$ cat config.mk
export PLATFORM = sky130hd
export DESIGN_NAME = lfps_cmd_queue
export DESIGN_NICKNAME = d
export VERILOG_FILES = /design/src/rtl/lfps_pkg.sv /design/src/rtl/lfps_cmd_queue.sv
export SDC_FILE = /design/constraint.sdc
export NUM_CORES = 1
export LEC_CHECK = 0
export CORE_MARGIN = 5
export CORE_UTILIZATION = 60
export DETAILED_ROUTE_END_ITERATION = 6
export DONT_BUFFER_PORTS = 1
export PLACE_DENSITY = 0.76
export SLEW_MARGIN = 10
export SYNTH_ARGS = -nofsm -noshare
export SYNTH_HDL_FRONTEND = slang
export SYNTH_SLANG_ARGS = --single-unit
$ cat constraint.sdc
create_clock -name i_clk -period 4.4 [get_ports i_clk]
set_input_delay 0.22 -clock i_clk [delete_from_list [all_inputs] [get_ports i_clk]]
set_output_delay 0.22 -clock i_clk [all_outputs]
set_load 0.05 [all_outputs]
$ cat src/rtl/lfps_pkg.sv
// Shared types and constants of the five-point Laplacian stencil unit.
// No dependencies; every other file in rtl/ refers to this package by scoped names.
`default_nettype none

package lfps_pkg;

    localparam int SAMPLE_W        = 32;
    localparam int RESULT_W        = 48;
    localparam int GRID_SIDE_W     = 6;
    localparam int GRID_SIDE_RESET = 10;
    localparam int MIN_SIDE        = 2;
    localparam int MAX_SIDE_DEF    = 32;

    // 4*c - l - r - u - d of 32-bit samples stays inside 35 signed bits
    localparam int SUM_W = 35;

    localparam int QUEUE_DEPTH = 4;

    // row buffer slots of the line store
    localparam int SLOT_W = 2;
    localparam logic [SLOT_W-1:0] SLOT_A = 2'd0;
    localparam logic [SLOT_W-1:0] SLOT_B = 2'd1;
    localparam logic [SLOT_W-1:0] SLOT_C = 2'd2;

    typedef struct packed {
        logic signed [SUM_W-1:0] sum;
        logic                    last;
    } t_cmd;

endpackage

`default_nettype wire

$ cat src/rtl/lfps_cmd_queue.sv
// Short command queue between the stencil front end and the scaling back end.
// Depends on lfps_pkg (t_cmd, QUEUE_DEPTH).
`default_nettype none

module lfps_cmd_queue (
    input  wire logic          i_clk,
    input  wire logic          i_rst_n,
    input  wire logic          i_push,
    input  wire lfps_pkg::t_cmd i_cmd,
    input  wire logic          i_pop,
    output lfps_pkg::t_cmd     o_head,
    output logic               o_avail,
    output logic               o_room2
);

    localparam int QW = $clog2(lfps_pkg::QUEUE_DEPTH);

    lfps_pkg::t_cmd r_mem [lfps_pkg::QUEUE_DEPTH];
    logic [QW-1:0]  r_wr;
    logic [QW-1:0]  r_rd;
    logic [QW:0]    r_count;
    logic [QW:0]    n_count;

    assign o_head  = r_mem[r_rd];
    assign o_avail = (r_count != '0);
    assign o_room2 = (r_count <= (QW+1)'(lfps_pkg::QUEUE_DEPTH - 2));

    always_comb begin
        n_count = r_count;
        if (i_push && !i_pop) begin
            n_count = r_count + (QW+1)'(1);
        end else if (!i_push && i_pop) begin
            n_count = r_count - (QW+1)'(1);
        end
    end

    always_ff @(posedge i_clk) begin
        if (!i_rst_n) begin
            r_wr    <= '0;
            r_rd    <= '0;
            r_count <= '0;
        end else begin
            if (i_push) begin
                r_wr <= r_wr + QW'(1);
            end
            if (i_pop) begin
                r_rd <= r_rd + QW'(1);
            end
            r_count <= n_count;
        end
    end

    always_ff @(posedge i_clk) begin
        if (i_push) begin
            r_mem[r_wr] <= i_cmd;
        end
    end

    a_no_overflow: assert property (@(posedge i_clk) disable iff (!i_rst_n)
        i_push |-> (r_count < (QW+1)'(lfps_pkg::QUEUE_DEPTH) || i_pop))
        else $error("command queue overflow");

endmodule

`default_nettype wire

==> impl_metrics.yaml <==
status:
  status: "complete, no violations"
pwr:
  ir_worst_vdd_mv: 0.335
  power_frac_clock_pct: 40.8
  power_switching_mw: 0.896
  p_leak_nw: 2.21
  power_density_nw_per_um2: 533
  netSwitchingFraction_pct: 24.8
  seqPwrFrac_pct: 47.5
  p_comb_share_pct: 11.7
  p_int_mw: 2.72
worst_setup_path:
  cp_num_buf_inv: 1
  r2r_cells: 3
  critical_path_arrival_ns: 2.46
  crit_slowest_cell: "dfxtp_2"
  crit_path_max_incr_delay_ns: 0.84
  startpoint_type: "register"
  path_delay_family: "flip-flops"
  worstPathRequired_ns: 4.18
  crit_path_cell_trace: "buf_4 > mux4_2"
  cp_max_fo: 23
  cp.depth: 2
  worst_setup_path_end_kind: "output port"
  worstSetupPathType: "reg2out"
synth:
  synth_top_area_share_pct: 76.0
  seq_area_frac_synth_pct: 79.1
  avgSynthCellArea_sq_um: 24.6
  syn_nets: 277
  yosysUniqueCellTypes: 21
  synth_area_leader_cell: "edfxtp_1"
  synth_cells: 231
  yosysWarnings: 0
  synth.area.top_cells: "edfxtp_1, mux4_2, dfxtp_1"
  syn-cell-area_sq_um: 5690
  synth_seq_cells: 153
timing:
  worst_slew_pin_slew_ns: 1.08
  drv_slew: 0
  max_slew_margin_pct: 28.5
  final-setup-viol-count: 0
  final_hold_viol_count: 0
  fin_skew_ns: 0.00977
  fin_crit_ns: 2.68
  clock.fmax_ghz: 0.373
  period_share_pct: 60.9
  rsz0062_at_grt: "false"
  finalSetupTns_ns: 0
placed_design:
  port_buffers: 0
  gp_congestion: 0.690
  placed_cell_area_sq_um: 5780
  dp_hpwl_microns: 5260
die:
  die_x_microns: 107
  die_area_sq_um: 11500
  row_count: 35
  ioPinCount: 78
  start_util_pct: 61.6
  core_area_sq_um: 9240
  dieHeight_microns: 107
grt:
  overflow: 0
  antenna_found_initial: 0
  grt_first_pass_wirelength_microns: 14800
  grt.total_usage_pct: 17.8
  grt_max_degree: 37
  grt_pass1_vias: 2582
cts:
  clk_pin_slew_worst_paths_ns: 0.06
  root_buffer: "clkbuf_8"
  cts_tree: "done"
  ctsResizeCount: 0
  cts.sinks: 153
  clockBufferDepth: 2
  ctsHtreeMaxLevel: 4
  cts_buffers: 17
  worstSkewPairLatency_ns: 0.50
final_layout:
  antenna_cells: 0
  fin_area_sq_um: 6780
  nets: 328
  n_fill_cell: 519
  area_delta_synth_final_pct: 19.1
  drive_gt1_share_pct: 23.1
routing:
  wl_microns: 9390
  drc: 0
  drtPass1Iterations: 6
  drtIter0Drc: 137
  vias: 2398
  vias_per_cell: 5.67
  ant_nets: 0
  wl_per_cell_microns: 22.2
worst_hold_path:
  holdPathStages: 3
  hp-class: "in2reg"
job:
  maxCapViolCount: 0
worst register-to-register path: stages (launching register included):
cell and delay (ns):
dfxtp_1 0.35, inv_1 0.09, ha_1 0.13, and2_2 0.78
cell usage after synthesis:
| cell | instances |
|---|---|
| buf_2 | 3 |
| and2_1 | 9 |
| a21boi_0 | 1 |
| buf_12 | 3 |
| buf_6 | 1 |
| nand2_1 | 1 |
| ha_1 | 5 |
| o21ai_0 | 1 |
| or3_1 | 2 |
| edfxtp_1 | 144 |
| mux2i_1 | 2 |
| nor2b_1 | 2 |
| dfxtp_1 | 9 |
| mux4_2 | 30 |
| a21oi_1 | 1 |
| xor2_1 | 3 |
| xnor2_1 | 2 |
| fa_1 | 1 |
| clkbuf_2 | 1 |
| mux4_1 | 6 |
| inv_1 | 4 |
routing by layer:
layer | wire [microns] | vias to the layer above | part of all wire [%] | global-route usage, %
li1 | - | 1075 | - | -
met5 | 0 | - | 0 | 0
met4 | 112 | 0 | 1.2 | 6.49
met2 | 4870 | 70 | 52 | 29.0
met3 | 436 | 10 | 4.6 | 5.28
met1 | 3970 | 1243 | 42 | 22.9
layout make-up:
class | instances | area [sq um] | share of cell area (%)
Clock buffer | 17 | 414 | 6.11
Clock inverter | 14 | 198 | 2.92
Inverter | 4 | 15.0 | 0.221
Multi-Input combinational cell | 66 | 1090 | 16.0
Sequential cell | 153 | 4510 | 66.5
Tap cell | 129 | 161 | 2.38
Timing Repair Buffer | 40 | 398 | 5.87
metrics by stage:
stage / hold WS [ns] / utilization, % / setup WS, ns / instances / power, mW
detailed placement: 0.319 / 62.5 / 2.19 / 353 / 2.13
floorplan: 0.319 / - / 2.58 / 231 / 2.10
global route: 0.0147 / 73.4 / 1.51 / 423 / 3.75
CTS: 0.00706 / 73.4 / 1.63 / 423 / 3.64
global placement: 0.319 / 62.5 / 2.16 / 353 / 2.12
finish: 0.0283 / 73.4 / 1.72 / 423 / 3.61
cells by family (layout without fill, tap and decap cells):
kind of cell	count (synthesis)	after routing	share of synthesized area, %
AO/OA/AOI/OAI	3	3	0.308
XOR/XNOR	5	5	0.769
adder cells (fa/ha/maj)	6	6	1.45
buffers and inverters	12	75	1.87
flip-flops	153	153	79.1
multiplexers	38	38	15.0
AND/OR/NAND/NOR	14	14	1.49
repair_timing:
action | CTS | global route
hold endpoints to repair | 153 | 0
hold buffers | 39 | 0
setup endpoints to repair | 0 | 0
setup buffers | 0 | 0
registers in the layout, summed over array words and instances, names as in the netlist, named ones only:
| register | count |
|---|---|
| r_mem | 144 |
| r_wr | 2 |
| r_count | 3 |
| r_rd | 2 |
power groups by stage:
stage / Combinational, mW / Clock (mW) / Sequential, mW
final: 0.422 / 1.47 / 1.72
after global routing: 0.440 / 1.58 / 1.73
after CTS: 0.428 / 1.49 / 1.72
after detailed placement: 0.385 / 0 / 1.75
after global placement: 0.380 / 0 / 1.75
after floorplan: 0.380 / 0 / 1.72
cell usage in the layout, fill, tap and decap left out:
cell / netlist / final
mux2i_1: 2 / 2
dfxtp_2: 0 / 2
mux4_2: 30 / 30
or3_1: 2 / 2
a21oi_1: 1 / 1
mux4_1: 6 / 6
o21ai_0: 1 / 1
edfxtp_1: 144 / 144
inv_1: 4 / 4
ha_1: 5 / 5
fa_1: 1 / 1
buf_4: 0 / 1
clkbuf_8: 0 / 1
and2_2: 0 / 4
clkbuf_16: 0 / 16
clkinv_4: 0 / 4
xor2_1: 3 / 3
dlygate4sd3_1: 0 / 39
xnor2_1: 2 / 2
dfxtp_1: 9 / 7
clkinv_2: 0 / 2
and2_1: 9 / 5
inv_6: 0 / 2
bufinv_16: 0 / 4
nand2_1: 1 / 1
a21boi_0: 1 / 1
clkinvlp_4: 0 / 2
nor2b_1: 2 / 2
worst paths after layout:
kind	start	endpoint	slack (ns)
hold reg to reg	r_count[2]$_SDFFE_PN0P_	r_count[2]$_SDFFE_PN0P_	0.53
hold / removal	i_pop	register	0.03
setup / recovery	register	o_head[16]	1.72
setup reg to reg	r_wr[0]$_SDFFE_PN0P_	r_mem[0][20]$_DFFE_PP_	2.64
Power figures use the tool's default switching activity.
