===== src/rtl/lfps_pkg.sv =====
// Shared types and constants of the five-point Laplacian stencil unit.
// No dependencies; every other file in rtl/ refers to this package by scoped names.
`default_nettype none

package lfps_pkg;

    localparam int SAMPLE_W        = 32;
    localparam int RESULT_W        = 48;
    localparam int GRID_SIDE_W     = 6;
    localparam int GRID_SIDE_RESET = 10;
    localparam int MIN_SIDE        = 2;
    localparam int MAX_SIDE_DEF    = 32;

    // 4*c - l - r - u - d of 32-bit samples stays inside 35 signed bits
    localparam int SUM_W = 35;

    localparam int QUEUE_DEPTH = 4;

    // row buffer slots of the line store
    localparam int SLOT_W = 2;
    localparam logic [SLOT_W-1:0] SLOT_A = 2'd0;
    localparam logic [SLOT_W-1:0] SLOT_B = 2'd1;
    localparam logic [SLOT_W-1:0] SLOT_C = 2'd2;

    typedef struct packed {
        logic signed [SUM_W-1:0] sum;
        logic                    last;
    } t_cmd;

endpackage

`default_nettype wire


===== src/rtl/lfps_back.sv =====
// Back end: scales each stencil sum by (side+1)^2 and holds the result for the consumer.
// Depends on lfps_pkg; pulls commands from lfps_cmd_queue.
`default_nettype none

module lfps_back #(
    parameter int MAX_SIDE = lfps_pkg::MAX_SIDE_DEF,
    localparam int SCW = $clog2((MAX_SIDE + 1) * (MAX_SIDE + 1) + 1)
) (
    input  wire logic                                  i_clk,
    input  wire logic                                  i_rst_n,
    input  wire logic                                  i_q_avail,
    input  wire lfps_pkg::t_cmd                        i_head,
    output logic                                       o_q_pop,
    input  wire logic [SCW-1:0]                        i_scale,
    input  wire logic                                  i_pop,
    output logic                                       o_empty,
    output logic signed [lfps_pkg::RESULT_W-1:0]       o_result,
    output logic                                       o_frame_last
);

    localparam int PW = lfps_pkg::SUM_W + SCW + 1;

    logic                                 r_valid;
    logic signed [lfps_pkg::RESULT_W-1:0] r_result;
    logic                                 r_last;
    logic signed [lfps_pkg::SUM_W-1:0]    h_sum;
    logic signed [SCW:0]                  scale_s;
    logic signed [PW-1:0]                 prod;
    logic                                 take;

    assign h_sum   = i_head.sum;
    assign scale_s = $signed({1'b0, i_scale});
    assign prod    = h_sum * scale_s;
    assign take    = i_q_avail && (!r_valid || i_pop);
    assign o_q_pop = take;

    always_ff @(posedge i_clk) begin
        if (!i_rst_n) begin
            r_valid <= 1'b0;
        end else if (take) begin
            r_valid <= 1'b1;
        end else if (i_pop) begin
            r_valid <= 1'b0;
        end
    end

    always_ff @(posedge i_clk) begin
        if (take) begin
            r_result <= lfps_pkg::RESULT_W'(prod);
            r_last   <= i_head.last;
        end
    end

    assign o_empty      = !r_valid;
    assign o_result     = r_result;
    assign o_frame_last = r_last;

    a_fill_out: assert property (@(posedge i_clk) disable iff (!i_rst_n)
        (i_q_avail && !r_valid) |=> r_valid)
        else $error("output register left empty with a command waiting");

endmodule

`default_nettype wire


===== config.mk =====
export PLATFORM = sky130hd
export DESIGN_NAME = lfps_back
export DESIGN_NICKNAME = d
export VERILOG_FILES = /design/src/rtl/lfps_pkg.sv /design/src/rtl/lfps_back.sv
export SDC_FILE = /design/constraint.sdc
export NUM_CORES = 1
export LEC_CHECK = 0
export BUFFER_PORTS_ARGS = -buffer_cell sky130_fd_sc_hd__buf_2
export CORE_AREA = 4 4 170 172
export CTS_BUF_LIST = sky130_fd_sc_hd__clkbuf_16
export DETAILED_ROUTE_END_ITERATION = 8
export DIE_AREA = 0 0 174 176
export PLACE_DENSITY = 0.76
export RECOVER_POWER = 50
export SYNTH_ARGS = -nofsm -noshare
export SYNTH_HDL_FRONTEND = slang
export SYNTH_SLANG_ARGS = --single-unit

===== constraint.sdc =====
create_clock -name i_clk -period 7 [get_ports i_clk]
set_clock_uncertainty 0.1 [all_clocks]
set_input_delay 1.4 -clock i_clk [delete_from_list [all_inputs] [get_ports i_clk]]
set_output_delay 1.4 -clock i_clk [all_outputs]
set_load 0.05 [all_outputs]

==> impl_metrics.env, run 1 <==
export IMPL_post_route_min_period_ns=6.77
export IMPL_syn_num_nets=2117
export IMPL_design_die_area_um2=30600
export IMPL_grt_start_max_net_pins=50
export IMPL_cts_tree="built"
export IMPL_first_pass_iters=5
export IMPL_avgSynthCellArea_um2=9.07
export IMPL_cts_root_buf="clkbuf_16"
export IMPL_hpwl_mm=30.5
export IMPL_multiInputGateArea_um2=11600
export IMPL_timing_final_crit_share=0.967
export IMPL_relSlewSlack=-0.676
export IMPL_grt_pass1_vias=12400
export IMPL_die_y_um=176
export IMPL_cts_hold_buf=0
export IMPL_nNetsFinal=2207
export IMPL_synth_edff_count=48
export IMPL_synthArstFlopShare=0
export IMPL_drtAntennaViolNets=0
export IMPL_final_hold_violation_count=0
export IMPL_place_gp_congestion=0.904
export IMPL_yosysWarningCount=0
export IMPL_synth_top_flop_cell="edfxtp_1"
export IMPL_grt_pass1_wl_mm=61.5
export IMPL_groute_usage_overall=0.250
export IMPL_wl_met1_mm=13.8
export IMPL_fmaxAchievable_mhz=148
export IMPL_critPathCaptureType="flip-flop"
export IMPL_clk_latency_ns=0.28
export IMPL_violations="max-capacitance violations, max-slew violations"
export IMPL_netlist_area_um2=14800
export IMPL_drt_initial_drc_count=663
export IMPL_worst_ep_arrival_time_ns=6.83
export IMPL_detail_route_wirelength_mm=36.3
export IMPL_synth_cells=1634
export IMPL_clock_sinks=49
export IMPL_die_x_um=174
export IMPL_top_layer_used="met4"
export IMPL_rows=61
export IMPL_cp_required_ns=7.05
export IMPL_area_growth_syn_to_layout_pct=9.29
export IMPL_placeableCoreArea_um2=27500
export IMPL_worst_pin_slew_ns=2.51
export IMPL_start_kind="primary input"
export IMPL_wl_met3_mm=2.00
export IMPL_drv_slew=50
export IMPL_setup_viol=0
export IMPL_ys_ff_latch=49
export IMPL_path_class="in -> reg"
export IMPL_synth_distinct_cells=57
export IMPL_antenna_found_initial=0
export IMPL_clk_path_buf_depth=2
export IMPL_post_route_drc_count=0
export IMPL_status="complete, but fails checks"
export IMPL_cp_max_fo=16
export IMPL_register_area_um2=1460
export IMPL_wl_per_cell_um=17.5
export IMPL_worstHoldPathType="reg -> reg"
export IMPL_initial_core_util=0.539
export IMPL_final_util=0.590
export IMPL_maxCapViolations=1
export IMPL_cts_htree_levels=2
export IMPL_n_fill_cell=2367
export IMPL_clkSlewWorstSetupHoldPaths_ns=0.07
export IMPL_drive_gt1_frac=0.101
export IMPL_vias_per_cell=5.39
export IMPL_route_met2_wl_mm=19.0
export IMPL_vias=11200
export IMPL_portBuffers=101
export IMPL_ioPinCount=102
export IMPL_ys_seq_area_frac=0.0986
export IMPL_cts_buffers_inserted=5
export IMPL_gr_total_overflow=0
## through the flow
stage                     area, um2  setup TNS [ns]  std cells  hold WS [ns]  setup slack [ns]
after CTS                     16200               0       2071         0.539            0.0680
after detailed placement      16000          -0.643       2063         0.529            -0.196
after global routing          16200        -0.00502       2071         0.568          -0.00502
after global placement        16000          -0.173       2063         0.507            -0.130
final                         16200               0       2072         0.533             0.228
after floorplan               14800               0       1634         0.714             0.125
## layer usage
metal | GRT usage | vias to the layer above
met5 | 0 | -
li1 | - | 5038
met4 | 0.0924 | 0
met3 | 0.0253 | 100
met2 | 0.463 | 378
met1 | 0.303 | 5653
## cells in the final DEF (no fill, tap or decap), types with 4 or more instances in the layout
| cell | synthesis | routed |
|---|---|---|
| a21o_1 | 26 | 26 |
| a21oi_1 | 45 | 44 |
| a31oi_1 | 6 | 6 |
| and2_1 | 101 | 101 |
| buf_12 | 0 | 5 |
| buf_2 | 4 | 61 |
| buf_4 | 1 | 76 |
| clkbuf_1 | 93 | 38 |
| clkbuf_16 | 0 | 5 |
| edfxtp_1 | 48 | 48 |
| fa_1 | 332 | 332 |
| ha_1 | 100 | 99 |
| inv_1 | 359 | 359 |
| nand2_1 | 321 | 321 |
| nand3_1 | 18 | 18 |
| nand4_1 | 7 | 7 |
| nor2_1 | 23 | 23 |
| nor2b_1 | 5 | 4 |
| nor3_1 | 9 | 9 |
| o2111ai_1 | 4 | 4 |
| o211ai_1 | 4 | 4 |
| o21a_1 | 9 | 9 |
| o21ai_0 | 20 | 20 |
| o21bai_1 | 7 | 7 |
| xnor2_1 | 30 | 30 |
| xor2_1 | 14 | 14 |
## worst max-delay path, stage by stage
cell	delay, ns
clkbuf_4	0.26
nand2_1	0.14
fa_1	0.56
inv_1	0.06
fa_1	0.58
fa_1	0.45
fa_1	0.51
inv_1	0.05
fa_1	0.48
inv_1	0.04
ha_1	0.36
a21oi_1	0.22
o2111ai_1	0.14
a31oi_1	0.23
a211oi_1	0.13
buf_4	0.16
nor4_4	0.32
nor4_1	0.11
or4b_1	0.51
nand3_1	0.10
## logic make-up after synthesis
| kind of cell | count (synthesis) | synth area share |
|---|---|---|
| compound gates | 146 | 0.0700 |
| xor+xnor | 44 | 0.0260 |
| fa+ha+maj | 432 | 0.533 |
| buf+inv | 459 | 0.118 |
| flops | 49 | 0.0986 |
| mux | 1 | 0.000675 |
| simple gates | 503 | 0.154 |
## flip-flops by register name, summed over array words and instances (netlist names)
register and count:
o_result 47, o_frame_last 1, r_valid 1
## synth_stat cells, types with 3 or more instances
cell / count / area (um2)
buf_2: 4 / 20.0
o211ai_1: 4 / 30.0
inv_1: 359 / 1350
xnor2_1: 30 / 263
o21a_1: 9 / 67.6
nand2_1: 321 / 1200
a31oi_1: 6 / 37.5
edfxtp_1: 48 / 1440
a21oi_1: 45 / 225
nor3_1: 9 / 45.0
nor2b_1: 5 / 31.3
xor2_1: 14 / 123
fa_1: 332 / 6650
a21o_1: 26 / 195
and3_1: 3 / 18.8
nand3_1: 18 / 90.1
ha_1: 100 / 1250
o2111ai_1: 4 / 35.0
nor2_1: 23 / 86.3
o21ai_0: 20 / 100
o21bai_1: 7 / 52.6
nand2b_1: 3 / 18.8
clkbuf_1: 93 / 349
nand4_1: 7 / 43.8
a211oi_1: 4 / 30.0
and2_1: 101 / 632
## layout make-up
| cell class | instances | area share |
|---|---|---|
| repair buffers | 183 | 0.0704 |
| flip-flops and latches | 49 | 0.0902 |
| multi-input cells | 1126 | 0.719 |
| diodes | 1 | 0.000154 |
| inverters | 359 | 0.0832 |
| clock buffers | 5 | 0.00772 |
| clock inverters | 3 | 0.00255 |
| well taps | 346 | 0.0267 |
## final timing paths
path | startpoint | endpoint | slack, ns | cells after the start
max reg2reg | r_valid | o_result[22] | 4.14 | 4
max | i_scale[6] | o_result[45] | 0.23 | 20
min | r_valid | r_valid | 0.53 | 3
min reg2reg | r_valid | r_valid | 0.53 | 3
## timing repair
| item | 4_1_cts | 5_1_grt |
|---|---|---|
| endpoints found under the hold margin | 0 | 0 |
| setup endpoints to repair | 0 | 10 |
| setup buffers | 0 | 0 |
| resized for setup | 0 | 10 |
Power of run 1 is not shown: default switching activity piles up to over one toggle a cycle in this logic, so the estimate is an artifact.
==> run 2, diff against run 1 <==
Settings changed: CAP_MARGIN set to 20, CORE_AREA 4 4 170 172 to 2 2 168 170, DIE_AREA 0 0 174 176 to 0 0 170 172.
==> run 2 against run 1 <==
Effect of this change: the run still ends with max-capacitance violations, max-slew violations left; die area fell by 4.5%; non-clock buffer count rose by 19; fmax rose by 0.53%; critical path depth rose by 1; sequential cell count did not move; worst hold slack got worse by 0.0041 ns; count of clock-buffer cells in the layout did not move; first-iteration DRC count rose by 21%; utilization rose by 0.64 points; critical endpoint unchanged; highest routed layer unchanged.
==> impl_metrics.env, run 2 (same netlist as run 1, synthesis figures left out) <==
export IMPL_n_fill_cell=2397
export IMPL_clk_path_buf_depth=2
export IMPL_post_cts_setup_buffers=0
export IMPL_setup_tns_ns=0
export IMPL_critPathCaptureType="flip-flop"
export IMPL_drive_gt1_frac=0.118
export IMPL_die_x_um=170
export IMPL_first_pass_iters=5
export IMPL_clkSlewWorstSetupHoldPaths_ns=0.07
export IMPL_start_kind="primary input"
export IMPL_reg2reg_slack_ns=4.10
export IMPL_cp_required_ns=7.06
export IMPL_worstHoldPathType="reg -> reg"
export IMPL_fmaxAchievable_mhz=148
export IMPL_gr_total_overflow=0
export IMPL_place_gp_congestion=0.939
export IMPL_path_cells="buf_2 -> buf_12 -> buf_4 -> buf_4 -> nand2_1 -> fa_1 -> inv_1 -> fa_1 -> fa_1 -> fa_1 -> inv_1 -> fa_1 -> inv_1 -> ha_1 -> a21o_1 -> a21oi_1 -> o22ai_1 -> nor4_4 -> nor4_2 -> or4b_1 -> nand3_1"
export IMPL_antenna_found_initial=0
export IMPL_cts_buffers_inserted=5
export IMPL_final_common_cell="inv_1"
export IMPL_post_route_min_period_ns=6.74
export IMPL_wl_per_cell_um=17.4
export IMPL_crit_cells=21
export IMPL_vias=11400
export IMPL_placedCellCount=2082
export IMPL_largest_register_ffs=47
export IMPL_final_hold_violation_count=0
export IMPL_violations="max-capacitance violations, max-slew violations"
export IMPL_clk_latency_ns=0.29
export IMPL_rsz0062_at_grt="false"
export IMPL_cts_tree="built"
export IMPL_setup_viol=0
export IMPL_detail_route_wirelength_mm=36.3
export IMPL_cts_htree_levels=2
export IMPL_whs_path_depth=3
export IMPL_fin_ws_ns=0.264
export IMPL_antenna_cells=0
export IMPL_maxCapViolations=1
export IMPL_relSlewSlack=-0.725
export IMPL_fin_cells=2090
export IMPL_grt_pass1_vias=12600
export IMPL_groute_usage_overall=0.269
export IMPL_design_die_area_um2=29200
export IMPL_portBuffers=101
export IMPL_final_area_um2=16400
export IMPL_status="complete, but fails checks"
export IMPL_grt_start_max_net_pins=50
export IMPL_cpLargestDelayFamily="adder cells"
export IMPL_worst_ep_arrival_time_ns=6.80
export IMPL_cp_common_cell="fa_1"
export IMPL_worst_pin_slew_ns=2.59
export IMPL_cts_root_buf="clkbuf_16"
export IMPL_placeableCoreArea_um2=27500
export IMPL_rows=61
export IMPL_drtAntennaViolNets=0
export IMPL_r2r_cells=4
export IMPL_dp_slack_ns=-0.0692
export IMPL_clock_sinks=49
export IMPL_drv_slew=50
export IMPL_cp_max_fo=10
export IMPL_layout_common_cells="359 x inv_1, 332 x fa_1, 321 x nand2_1, 101 x and2_1, 100 x ha_1"
export IMPL_die_y_um=172
export IMPL_grt_pass1_wl_mm=61.7
export IMPL_path_class="in -> reg"
export IMPL_critical_path_max_stage_delay_ns=0.59
export IMPL_vias_per_cell=5.45
export IMPL_drt_initial_drc_count=804
export IMPL_post_route_drc_count=0
export IMPL_timing_final_crit_share=0.962
export IMPL_ioPinCount=102
export IMPL_postPlaceCellArea_um2=16200
export IMPL_nNetsFinal=2226
export IMPL_area_growth_syn_to_layout_pct=10.5
export IMPL_crit_slowest_cell="fa_1"
export IMPL_hpwl_mm=31.2
export IMPL_crit_buf_inv=7
export IMPL_initial_core_util=0.539
[run 2: cell count changes in the layout (fill, tap and decap cells not counted), moves of 2 or more]
cell,before,now
clkbuf_1,38,24
clkbuf_4,3,0
buf_12,5,7
buf_4,76,93
buf_2,61,78
[run 2: final cells by class]
class / instances / area [um2] / area share
Sequential cell: 49 / 1460 / 0.0892
Tap cell: 346 / 433 / 0.0264
Timing Repair Buffer: 202 / 1320 / 0.0805
Multi-Input combinational cell: 1126 / 11600 / 0.711
Clock buffer: 5 / 125 / 0.00764
Inverter: 359 / 1350 / 0.0823
Clock inverter: 3 / 41.3 / 0.00252
[run 2: what timing repair did]
item                                    CTS  global route
endpoints found under the setup margin    0             6
hold endpoints to repair                  0             0
hold buffers                              0             0
gates resized for setup                   0             4
[run 2: worst reg2reg max path: cells and delay by family, from the launching register on]
kind | cells | cell delay [ns]
flops | 1 | 0.30
buf+inv | 2 | 1.89
simple gates | 2 | 0.17
[run 2: layer usage]
metal | GRT usage | part of all wire | vias up
met3 | 0.0298 | 0.056 | 109
met5 | 0 | 0 | -
met1 | 0.321 | 0.38 | 5780
li1 | - | - | 5085
met4 | 0.106 | 0.039 | 0
met2 | 0.499 | 0.53 | 426
[run 2: through the flow]
step                hold WS, ns  utilization
floorplan                 0.714            -
global placement          0.506        0.590
detailed placement        0.529        0.590
CTS                       0.537        0.596
global route              0.586        0.596
finish                    0.529        0.596
[run 2: final timing paths]
kind | endpoint | from
worst max-delay path | o_result[45] | i_scale[6]
worst min-delay path | r_valid | r_valid
worst max register to register | o_result[43] | r_valid
worst min register to register | r_valid | r_valid
Power of run 2 is left out for the same reason.
==> run 3, diff against run 2 <==
Settings changed: ABC_AREA set to 1, CORE_AREA 2 2 168 170 to 2 2 174 176, DIE_AREA 0 0 170 172 to 0 0 176 178.
==> run 3 against run 2 <==
Effect of this change: register-to-register slack got worse by 0.20 ns; die area increased by 7.1%; routed wire length increased by 10%; final cell count increased by 23%; via count increased by 14%; highest routed layer unchanged; first-iteration DRC count decreased by 2.5%; largest cell class unchanged; the run still ends with max-capacitance violations, max-slew violations left.
==> impl_metrics.env, run 3 <==
export IMPL_clk_path_buf_depth=2
export IMPL_worstHoldPathType="reg -> reg"
export IMPL_grt_start_max_net_pins=50
export IMPL_timing_final_crit_share=0.951
export IMPL_worstSetupStartpoint="i_scale[0]"
export IMPL_initial_core_util=0.543
export IMPL_relSlewSlack=-0.926
export IMPL_cts_hold_buf=0
export IMPL_cp_max_fo=22
export IMPL_start_kind="primary input"
export IMPL_ioPinCount=102
export IMPL_vias_per_cell=5.05
export IMPL_synth_top_flop_cell="edfxtp_1"
export IMPL_place_gp_congestion=0.964
export IMPL_gr_total_overflow=0
export IMPL_layout_common_cells="747 x nand2_1, 605 x inv_1, 332 x fa_1, 100 x ha_1, 72 x nor2_1"
export IMPL_cts_buffers_inserted=5
export IMPL_synth_edff_count=48
export IMPL_wl_per_cell_um=15.6
export IMPL_reg2reg_to="o_result[11]"
export IMPL_grt_pass1_vias=14100
export IMPL_grt_pass1_wl_mm=67.3
export IMPL_yosysMostFrequentCell="nand2_1"
export IMPL_setup_tns_ns=0
export IMPL_die_x_um=176
export IMPL_cts_htree_levels=2
export IMPL_drtAntennaViolNets=0
export IMPL_synth_top_cell_area_share=0.416
export IMPL_cts_tree="built"
export IMPL_timing_rr_start="r_valid"
export IMPL_worst_ep_arrival_time_ns=6.63
export IMPL_yosysWarningCount=0
export IMPL_synth_largest_area_cell="fa_1"
export IMPL_r2r_cells=2
export IMPL_drive_gt1_frac=0.0554
export IMPL_maxCapViolations=1
export IMPL_setup_viol=0
export IMPL_fmaxAchievable_mhz=150
export IMPL_first_pass_iters=6
export IMPL_final_hold_violation_count=0
export IMPL_ys_ff_latch=49
export IMPL_rsz0062_at_grt="false"
export IMPL_worst_pin_slew_ns=2.89
export IMPL_clkSlewWorstSetupHoldPaths_ns=0.07
export IMPL_n_fill_cell=2687
export IMPL_reg2reg_slack_ns=3.90
export IMPL_portBuffers=101
export IMPL_ys_top_cells_by_area="fa_1 42%, nand2_1 18%, inv_1 14%"
export IMPL_avgSynthCellArea_um2=7.48
export IMPL_antenna_cells=0
export IMPL_largest_register_ffs=47
export IMPL_design_die_area_um2=31300
export IMPL_critPathCaptureType="flip-flop"
export IMPL_synthArstFlopShare=0
export IMPL_rows=63
export IMPL_ys_seq_area_frac=0.0915
export IMPL_post_cts_setup_buffers=0
export IMPL_antenna_found_initial=0
export IMPL_area_growth_syn_to_layout_pct=6.10
export IMPL_clock_sinks=49
export IMPL_hpwl_mm=33.8
export IMPL_detail_route_wirelength_mm=40.0
export IMPL_register_area_um2=1460
export IMPL_post_route_drc_count=0
export IMPL_vias=13000
export IMPL_die_y_um=178
export IMPL_groute_usage_overall=0.273
export IMPL_drv_slew=50
export IMPL_violations="max-capacitance violations, max-slew violations"
export IMPL_cp_required_ns=6.98
export IMPL_path_class="in -> reg"
export IMPL_cts_root_buf="clkbuf_16"
export IMPL_multiInputGateArea_um2=11900
export IMPL_final_common_cell="nand2_1"
export IMPL_netlist_top_cells_count="747 x nand2_1, 605 x inv_1, 332 x fa_1"
export IMPL_cts_resized=0
export IMPL_placeableCoreArea_um2=29400
export IMPL_status="complete, but fails checks"
export IMPL_syn_num_nets=2619
export IMPL_nNetsFinal=2665
export IMPL_synth_distinct_cells=28
export IMPL_synth_cells=2136
export IMPL_netlist_area_um2=16000
export IMPL_drt_initial_drc_count=784
export IMPL_clk_latency_ns=0.29
export IMPL_post_route_min_period_ns=6.66
export IMPL_critPathCapture="o_result[30]"
[run 3: layer usage]
metal | vias to the layer above | track usage | wire length [um]
met5 | - | 0 | 0
met3 | 105 | 0.0266 | 2510
met2 | 460 | 0.505 | 20500
met1 | 6347 | 0.329 | 15600
met4 | 0 | 0.106 | 1430
li1 | 6087 | - | -
[run 3: kinds of logic after synthesis]
group | share of synthesized area
fa+ha+maj | 0.494
simple gates | 0.224
compound gates | 0.0146
flops | 0.0915
buf+inv | 0.162
xor+xnor | 0.0137
[run 3: stage by stage]
| stage | util | instances | hold WS [ns] | setup WS (ns) | area, um2 |
|---|---|---|---|---|---|
| floorplan | - | 2136 | 0.361 | 0.893 | 16000 |
| global placement | 0.573 | 2565 | 0.407 | 0.180 | 16800 |
| detailed placement | 0.573 | 2565 | 0.425 | 0.156 | 16800 |
| CTS | 0.578 | 2573 | 0.434 | 0.454 | 17000 |
| global route | 0.577 | 2573 | 0.480 | 0.138 | 17000 |
| finish | 0.577 | 2573 | 0.430 | 0.343 | 17000 |
[run 3: worst min-delay path by stage]
stage,from,end,slack [ns],cells after the start
global route,r_valid,r_valid,0.48,2
finish,r_valid,r_valid,0.43,2
detailed placement,r_valid,r_valid,0.42,2
floorplan,r_valid,r_valid,0.36,2
global placement,r_valid,r_valid,0.41,2
CTS,r_valid,r_valid,0.43,2
[run 3: final cells by class]
class / instances / share of cell area
Multi-Input combinational cell: 1397 / 0.704
Timing Repair Buffer: 119 / 0.0362
Inverter: 610 / 0.135
Clock inverter: 3 / 0.00244
Sequential cell: 49 / 0.0862
Clock buffer: 5 / 0.00738
Tap cell: 390 / 0.0288
[run 3: worst max-delay path, cell delays in order]
cell and delay (ns):
clkbuf_1 0.99, buf_4 0.39, nand2_1 0.10, fa_1 0.56, inv_1 0.06, fa_1 0.48, fa_1 0.58, inv_1 0.06
fa_1 0.49, inv_1 0.04, ha_1 0.33, nand2_1 0.11, nor2_1 0.12, nand2_2 0.09, o211ai_4 0.29, nand2_1 0.08
nand2_1 0.14, xor2_1 0.32
Power of run 3 is left out for the same reason.
